[src/design/isl_pkg.sv]
// shared types, codes and defaults for the indexed sequential list
package isl_pkg;

  localparam int CAPACITY_DEF = 64;
  localparam int LEN_W        = 7;
  localparam int POS_W        = 8;
  localparam int VAL_W        = 32;
  localparam int FPOS_W       = 6;

  localparam logic [LEN_W-1:0] MIN_LIMIT = 7'd10;
  localparam logic [LEN_W-1:0] CFG_RESET = 7'd64;

  localparam logic [2:0] OP_INSERT = 3'd0;
  localparam logic [2:0] OP_DELETE = 3'd1;
  localparam logic [2:0] OP_GET    = 3'd2;
  localparam logic [2:0] OP_FIND   = 3'd3;
  localparam logic [2:0] OP_SET    = 3'd4;

  localparam logic [1:0] ST_OK       = 2'd0;
  localparam logic [1:0] ST_FULL     = 2'd1;
  localparam logic [1:0] ST_RANGE    = 2'd2;
  localparam logic [1:0] ST_NOTFOUND = 2'd3;

  typedef struct packed {
    logic [2:0]              op;
    logic [POS_W-1:0]        position;
    logic signed [VAL_W-1:0] item_value;
  } in_item_t;

  typedef struct packed {
    logic [1:0]              status;
    logic signed [VAL_W-1:0] read_value;
    logic [FPOS_W-1:0]       found_position;
    logic [LEN_W-1:0]        list_length;
  } out_item_t;

endpackage

[src/design/isl_ram.sv]
// generic single write port ram with registered read
module isl_ram #(
  parameter int WIDTH = 32,
  parameter int DEPTH = 64
) (
  input  logic                     clk,
  input  logic                     we,
  input  logic [$clog2(DEPTH)-1:0] waddr,
  input  logic [WIDTH-1:0]         wdata,
  input  logic [$clog2(DEPTH)-1:0] raddr,
  output logic [WIDTH-1:0]         rdata
);

  logic [WIDTH-1:0] mem [DEPTH];
  logic [WIDTH-1:0] rdata_r;

  always_ff @(posedge clk) begin
    if (we) begin
      mem[waddr] <= wdata;
    end
    rdata_r <= mem[raddr];
  end

  assign rdata = rdata_r;

endmodule

[src/design/indexed_sequential_list_top.sv]
// indexed sequential list: ordered word list kept in one ram with a length counter
//
//   channel  ports                          beat
//   in       in_valid in_stall in_data      one request (op, position, item_value)
//   out      out_valid out_stall out_data   one result per request
//   cfg      cfg_valid cfg_ready cfg_data   capacity_limit write
//
// one request at a time; insert and delete shift the entries behind the position, find
// scans up to length entries, and the shift and the scan move an entry a cycle through
// the one ram read port.
// synchronous active-low reset clears the length and sets the limit to 64; ram not cleared.
// a finished result waits in the output register while the next request is taken;
// out_stall holds the block only when a new result is ready and the register is full.
module indexed_sequential_list_top #(
  parameter int CAPACITY = isl_pkg::CAPACITY_DEF
) (
  input  logic                      clk,
  input  logic                      rst_n,
  input  logic                      in_valid,
  output logic                      in_stall,
  input  isl_pkg::in_item_t         in_data,
  output logic                      out_valid,
  input  logic                      out_stall,
  output isl_pkg::out_item_t        out_data,
  input  logic                      cfg_valid,
  output logic                      cfg_ready,
  input  logic [isl_pkg::LEN_W-1:0] cfg_data
);

  localparam int AW = $clog2(CAPACITY);
  localparam int LW = isl_pkg::LEN_W;
  localparam int VW = isl_pkg::VAL_W;
  localparam logic [LW-1:0] CAP_CLAMP = LW'((CAPACITY > 127) ? 127 : CAPACITY);

  localparam logic [2:0] S_IDLE  = 3'd0;
  localparam logic [2:0] S_READ  = 3'd1;
  localparam logic [2:0] S_SHIFT = 3'd2;
  localparam logic [2:0] S_PUT   = 3'd3;
  localparam logic [2:0] S_FIND  = 3'd4;
  localparam logic [2:0] S_EMIT  = 3'd5;

  logic [2:0]          state_r, state_nxt;
  logic [2:0]          op_r, op_nxt;
  logic [LW-1:0]       pos_r, pos_nxt;
  logic [VW-1:0]       val_r, val_nxt;
  logic [LW-1:0]       cnt_r, cnt_nxt;
  logic [LW-1:0]       rd_idx_r, rd_idx_nxt;
  logic [LW-1:0]       wr_idx_r, wr_idx_nxt;
  logic [LW-1:0]       left_r, left_nxt;
  logic                pend_r, pend_nxt;
  logic                up_r, up_nxt;
  logic [1:0]          res_status_r, res_status_nxt;
  logic [VW-1:0]       res_read_r, res_read_nxt;
  logic [isl_pkg::FPOS_W-1:0] res_fpos_r, res_fpos_nxt;
  logic [LW-1:0]       lim_cfg_r;
  isl_pkg::out_item_t  out_r;
  logic                out_valid_r;

  logic                mem_we;
  logic [AW-1:0]       mem_waddr;
  logic [VW-1:0]       mem_wdata;
  logic [AW-1:0]       mem_raddr;
  logic [VW-1:0]       mem_rdata;

  logic [LW-1:0]       lim_lo, lim_eff;
  logic                in_acc, out_free, full, out_range;
  logic [isl_pkg::POS_W-1:0] cnt_ext;

  isl_ram #(
    .WIDTH(VW),
    .DEPTH(CAPACITY)
  ) u_ram (
    .clk  (clk),
    .we   (mem_we),
    .waddr(mem_waddr),
    .wdata(mem_wdata),
    .raddr(mem_raddr),
    .rdata(mem_rdata)
  );

  assign in_stall  = (state_r != S_IDLE);
  assign in_acc    = in_valid && !in_stall;
  assign out_free  = !out_valid_r || !out_stall;
  assign cfg_ready = 1'b1;
  assign out_valid = out_valid_r;
  assign out_data  = out_r;

  assign lim_lo    = (lim_cfg_r < isl_pkg::MIN_LIMIT) ? isl_pkg::MIN_LIMIT : lim_cfg_r;
  assign lim_eff   = (lim_lo > CAP_CLAMP) ? CAP_CLAMP : lim_lo;
  assign full      = (cnt_r >= lim_eff);
  assign cnt_ext   = {1'b0, cnt_r};
  assign out_range = (in_data.position >= cnt_ext);

  always_comb begin
    state_nxt      = state_r;
    op_nxt         = op_r;
    pos_nxt        = pos_r;
    val_nxt        = val_r;
    cnt_nxt        = cnt_r;
    rd_idx_nxt     = rd_idx_r;
    wr_idx_nxt     = wr_idx_r;
    left_nxt       = left_r;
    pend_nxt       = pend_r;
    up_nxt         = up_r;
    res_status_nxt = res_status_r;
    res_read_nxt   = res_read_r;
    res_fpos_nxt   = res_fpos_r;
    mem_we         = 1'b0;
    mem_waddr      = AW'(wr_idx_r);
    mem_wdata      = mem_rdata;
    mem_raddr      = AW'(rd_idx_r);

    unique case (state_r)
      S_IDLE: begin
        mem_raddr = AW'(in_data.position);
        if (in_acc) begin
          op_nxt         = in_data.op;
          val_nxt        = in_data.item_value;
          pos_nxt        = in_data.position[LW-1:0];
          res_status_nxt = isl_pkg::ST_OK;
          res_read_nxt   = '0;
          res_fpos_nxt   = '0;
          pend_nxt       = 1'b0;
          state_nxt      = S_EMIT;
          unique case (in_data.op) inside
            isl_pkg::OP_INSERT: begin
              if (full) begin
                res_status_nxt = isl_pkg::ST_FULL;
              end else begin
                if (in_data.position > cnt_ext) begin
                  pos_nxt  = cnt_r;
                  left_nxt = '0;
                end else begin
                  left_nxt = cnt_r - in_data.position[LW-1:0];
                end
                rd_idx_nxt = cnt_r - LW'(1);
                up_nxt     = 1'b1;
                state_nxt  = (in_data.position >= cnt_ext) ? S_PUT : S_SHIFT;
              end
            end
            isl_pkg::OP_DELETE, isl_pkg::OP_GET: begin
              if (out_range) begin
                res_status_nxt = isl_pkg::ST_RANGE;
              end else begin
                state_nxt = S_READ;
              end
            end
            isl_pkg::OP_FIND: begin
              if (cnt_r == '0) begin
                res_status_nxt = isl_pkg::ST_NOTFOUND;
              end else begin
                rd_idx_nxt = '0;
                left_nxt   = cnt_r;
                state_nxt  = S_FIND;
              end
            end
            isl_pkg::OP_SET: begin
              if (out_range) begin
                res_status_nxt = isl_pkg::ST_RANGE;
              end else begin
                mem_we    = 1'b1;
                mem_waddr = AW'(in_data.position);
                mem_wdata = in_data.item_value;
              end
            end
            default: begin
            end
          endcase
        end
      end
      S_READ: begin
        res_read_nxt = mem_rdata;
        if (op_r == isl_pkg::OP_GET) begin
          state_nxt = S_EMIT;
        end else begin
          left_nxt   = cnt_r - LW'(1) - pos_r;
          rd_idx_nxt = pos_r + LW'(1);
          up_nxt     = 1'b0;
          if (cnt_r - LW'(1) == pos_r) begin
            cnt_nxt   = cnt_r - LW'(1);
            state_nxt = S_EMIT;
          end else begin
            state_nxt = S_SHIFT;
          end
        end
      end
      S_SHIFT: begin
        mem_we = pend_r;
        if (left_r != '0) begin
          wr_idx_nxt = up_r ? rd_idx_r + LW'(1) : rd_idx_r - LW'(1);
          rd_idx_nxt = up_r ? rd_idx_r - LW'(1) : rd_idx_r + LW'(1);
          left_nxt   = left_r - LW'(1);
          pend_nxt   = 1'b1;
        end else begin
          pend_nxt = 1'b0;
          if (up_r) begin
            state_nxt = S_PUT;
          end else begin
            cnt_nxt   = cnt_r - LW'(1);
            state_nxt = S_EMIT;
          end
        end
      end
      S_PUT: begin
        mem_we    = 1'b1;
        mem_waddr = AW'(pos_r);
        mem_wdata = val_r;
        cnt_nxt   = cnt_r + LW'(1);
        state_nxt = S_EMIT;
      end
      S_FIND: begin
        if (pend_r && (mem_rdata == val_r)) begin
          res_fpos_nxt = wr_idx_r[isl_pkg::FPOS_W-1:0];
          pend_nxt     = 1'b0;
          state_nxt    = S_EMIT;
        end else if (left_r == '0) begin
          res_status_nxt = isl_pkg::ST_NOTFOUND;
          pend_nxt       = 1'b0;
          state_nxt      = S_EMIT;
        end else begin
          wr_idx_nxt = rd_idx_r;
          rd_idx_nxt = rd_idx_r + LW'(1);
          left_nxt   = left_r - LW'(1);
          pend_nxt   = 1'b1;
        end
      end
      S_EMIT: begin
        if (out_free) begin
          state_nxt = S_IDLE;
        end
      end
      default: begin
        state_nxt = S_IDLE;
      end
    endcase
  end

  always_ff @(posedge clk) begin
    if (!rst_n) begin
      state_r     <= S_IDLE;
      cnt_r       <= '0;
      pend_r      <= 1'b0;
      lim_cfg_r   <= isl_pkg::CFG_RESET;
      out_valid_r <= 1'b0;
    end else begin
      state_r <= state_nxt;
      cnt_r   <= cnt_nxt;
      pend_r  <= pend_nxt;
      if (cfg_valid && cfg_ready) begin
        lim_cfg_r <= cfg_data;
      end
      if (state_r == S_EMIT && out_free) begin
        out_valid_r <= 1'b1;
      end else if (!out_stall) begin
        out_valid_r <= 1'b0;
      end
    end
  end

  always_ff @(posedge clk) begin
    op_r         <= op_nxt;
    pos_r        <= pos_nxt;
    val_r        <= val_nxt;
    rd_idx_r     <= rd_idx_nxt;
    wr_idx_r     <= wr_idx_nxt;
    left_r       <= left_nxt;
    up_r         <= up_nxt;
    res_status_r <= res_status_nxt;
    res_read_r   <= res_read_nxt;
    res_fpos_r   <= res_fpos_nxt;
    if (state_r == S_EMIT && out_free) begin
      out_r.status         <= res_status_r;
      out_r.read_value     <= res_read_r;
      out_r.found_position <= res_fpos_r;
      out_r.list_length    <= cnt_r;
    end
  end

  a_accept_leaves_idle: assert property (@(posedge clk) disable iff (!rst_n)
    in_acc |=> (state_r != S_IDLE))
    else $error("accepted beat did not start work");

  a_count_bound: assert property (@(posedge clk) disable iff (!rst_n)
    cnt_r <= CAP_CLAMP)
    else $error("list length beyond capacity");

  a_shift_no_collide: assert property (@(posedge clk) disable iff (!rst_n)
    (state_r == S_SHIFT && mem_we && left_r != '0) |-> (mem_waddr != mem_raddr))
    else $error("shift writes the entry it reads");

  a_full_len: assert property (@(posedge clk) disable iff (!rst_n)
    (out_valid_r && out_r.status == isl_pkg::ST_FULL) |->
      (out_r.list_length >= isl_pkg::MIN_LIMIT))
    else $error("full reported below minimum limit");

endmodule
[config.mk]
export PLATFORM = sky130hd
export DESIGN_NAME = indexed_sequential_list_top
export DESIGN_NICKNAME = d
export VERILOG_FILES = /design/src/design/isl_pkg.sv /design/src/design/isl_ram.sv /design/src/design/indexed_sequential_list_top.sv
export SDC_FILE = /design/constraint.sdc
export NUM_CORES = 2
export LEC_CHECK = 0
export ABC_AREA = 1
export CORE_AREA = 4 4 398 400
export CTS_BUF_LIST = sky130_fd_sc_hd__clkbuf_4 sky130_fd_sc_hd__clkbuf_8
export CTS_CLUSTER_SIZE = 40
export DETAILED_ROUTE_END_ITERATION = 8
export DIE_AREA = 0 0 402 404
export DONT_BUFFER_PORTS = 1
export PLACE_DENSITY_LB_ADDON = 0.15
export SLEW_MARGIN = 20
export SYNTH_ARGS = -nofsm -noshare
export SYNTH_HDL_FRONTEND = slang
export SYNTH_HIERARCHICAL = 1
export SYNTH_SLANG_ARGS = --single-unit
[constraint.sdc]
create_clock -name clk -period 5.6 [get_ports clk]
set_clock_uncertainty 0.2 [all_clocks]
set_input_delay 0.28 -clock clk [delete_from_list [all_inputs] [get_ports clk]]
set_output_delay 0.28 -clock clk [all_outputs]
set_load 0.01 [all_outputs]
==> metrics.txt <==
# setup viols final=0; total track usage=approximately a third; largest net degree at the start of global routing=roughly 200; die height=just over 400 um; Synth cell types=49; Final WS setup=~0.5 ns; Worst-path clk slew=0.06 ns; CP Launch Type=flop; CTS Sinks=about 2200; crit-path max FO=32; Max Cap Viol=0; post-route setup TNS=0 ns; Syn Inst Count=between 7000 and 8000; Hold Vio Cnt, Final=0; status=finished clean; number of enable flip-flop cells after synthesis=2197; Die Width=402 um; row cnt=approximately 150; initial antenna violation count=9; CP Capture Type=flop; WL/cell=between 20 and 30 um; CP dominant cell by count=nand2_1; Rel. slew slack=about a quarter; GPL Wtd Cong=roughly 0.95; H-tree Lvls=5; CTS Root Buffer Type=clkbuf_8; TritonCTS clock tree=built; CP Cell Sequence=inv_1, ha_1, a21oi_1, o21ai_0, nand2_1, nand4_4, nand2_1, o211ai_1, o211ai_1, inv_1, nor3_1, nand2_1, nor2_4, buf_4; Post-Synthesis Net Count=roughly 8000; layout cells sized above 1=between 10% and 20%; sequential area share after synthesis=roughly 73%; WS Path Type=flop to flop; Yosys warnings=6; CP max stage delay=0.56 ns; top_reg_cell synth=edfxtp_1; leakage=about 38 nW; Ports=~110; Critical Path RT=between 6 and 7 ns; VDD IR max=about 0.0010 V; synthesized area=0.09235 mm2; total power draw=slightly below 0.07 W; antenna-violating nets left=0; Worst Path Arrival=about 5.5 ns; Worst path slowest cell=dfxtp_1; Pwr Density=between 600 and 700 mW/mm2; worst hold slack=0.08995 ns; Place WS=0.7431 ns; most frequent cell after synthesis=nand2_1; Post-synth ARST share=0%; port bufs=0; area of the core=0.1553 mm2; post-synth top area share=a little under three quarters; Synth area leaders=edfxtp_1 (71%), nand3_1 (10%), nand2_1 (10%); Post-synth top cells=nand2_1 (2530), edfxtp_1 (2197), nand3_1 (1937); cell taking the most area after synthesis=edfxtp_1; vias per cell=6.108; clk buf depth=4; DRC viols=0; grt ovf=0; Starting Density=roughly three fifths; Hold Crit Class=input pin to flop; first-pass GRT wire length=~400000 um; Die Area=0.1624 mm2; vias in the first global route=around 60000; Clock Latency Late Sink=between 1 and 1.5 ns; DPL Wire Length=~140000 um; area grow syn2layout=12.17%; Worst-Margin Slew=between 1 and 1.5 ns; DR pass1 iterations=6; synthesized area per cell=around 12 um2; Routed Wire Length=about 260000 um; crit share post-route=91.09%; total number of vias=around 64000; fin crit period=5.101 ns; NumNets Final=~8200; RSZ-0062 raised after global routing=no; FMAX=between 150 and 200 MHz; Seq cells post-synth=between 2000 and 2500; Final Max Tran Viols=0; DR iter-0 viols=8674; CTS Buf Count=372
-- path summary, 6_finish.rpt --
check / to / start / cells past startpoint / slack (ns)
hold / removal: up_r / in_valid / 3 / 0.09
setup reg to reg: u_ram/mem[30][3] / cnt_r[2] / 14 / 0.50
setup / recovery: u_ram/mem[30][3] / cnt_r[2] / 14 / 0.50
hold reg to reg: out_data[33] / res_read_r[20] / 0 / 0.23
-- cell usage in the layout, fill, tap and decap left out, types with 2 or more instances in the layout --
cell type / n
bufinv_16: 8
inv_8: 3
inv_2: 9
nor3_1: 24
dlygate4sd3_1: 111
a21oi_1: 32
ha_1: 34
o31ai_1: 2
a31oi_1: 4
nor3b_1: 3
inv_6: 2
clkbuf_8: 391
nor3_2: 4
or2_2: 3
o21ai_0: 45
o211ai_2: 29
nand3b_1: 2
xor2_1: 14
diode_2: 8
clkinvlp_4: 2
o211ai_1: 50
dfxtp_1: 51
nor2_4: 63
edfxtp_1: 2197
nand3_1: 1937
o22ai_1: 6
nand2_1: 2530
o21ai_4: 6
clkbuf_4: 123
fa_1: 2
nor2_1: 110
nand4_1: 11
nor2_2: 2
buf_4: 168
xnor2_1: 13
buf_12: 51
clkinv_2: 28
inv_1: 155
clkinv_1: 91
o221ai_1: 10
-- report_power, final --
group	switching [W]	leakage [nW]	total, W	internal [W]
registers	0.000518	20.4	0.0242	0.0236
clock network	0.00634	3.75	0.0139	0.00759
logic	0.0236	13.4	0.0307	0.00710
-- critical path, delay by kind of cell, from the launching register on --
kind            cells  cell delay [ns]
compound gates      4             0.83
fa+ha+maj           1             0.23
buf+inv             3             0.98
flops               1             0.56
simple gates        6             1.83
-- cell families (layout without fill, tap and decap cells) --
| family | Yosys count | after routing | share of synthesized area (%) |
|---|---|---|---|
| AO/OA/AOI/OAI | 193 | 193 | 1.505 |
| XOR/XNOR | 27 | 27 | 0.2561 |
| adder cells (fa/ha/maj) | 36 | 36 | 0.5040 |
| buffers and inverters | 650 | 1144 | 3.315 |
| flip-flops | 2248 | 2248 | 72.54 |
| other | 1 | 9 | 0.004060 |
| AND/OR/NAND/NOR | 4695 | 4695 | 21.88 |
-- timing repair --
action / 4_1_cts / 5_1_grt
gates resized for setup: 0 / 0
hold endpoints to repair: 2233 / 0
hold buffers: 111 / 0
buffers inserted: 0 / 0
-- cell type report --
class                      instances  area (um2)
timing repair buffer             331        3421
fill                           11330       51700
clock inverter                   128       745.7
sequential                      2248       66990
antenna                            8       20.02
clock buffer                     514        6305
inverter                         171       678.2
multi-input combinational       4952       22860
tap                             2058        2575
-- through the flow --
stage	std cells	utilization [%]	area [um2]
global route	10400	66.70	103600
finish	10410	66.71	103600
floorplan	7850	-	92350
global placement	9647	61.42	95380
CTS	10400	66.69	103600
detailed placement	9649	61.44	95410
-- metal layers --
layer	vias up	global-route usage, %	share of wire [%]
met5	-	0	0.0030
met4	2	12.23	3.7
met3	605	7.643	12
met2	3971	48.79	45
met1	30750	45.95	39
li1	28260	-	-
-- flip-flops by register name, summed over array words and instances, names as in the netlist, 6 cells and up --
| signal | count |
|---|---|
| cnt_r | 7 |
| left_r | 7 |
| lim_cfg_r | 7 |
| out_data | 47 |
| pos_r | 7 |
| rd_idx_r | 6 |
| res_fpos_r | 6 |
| res_read_r | 32 |
| u_ram/mem | 2048 |
| u_ram/rdata | 32 |
| val_r | 32 |
| wr_idx_r | 6 |
No activity file was read; power rests on OpenSTA's default activity.
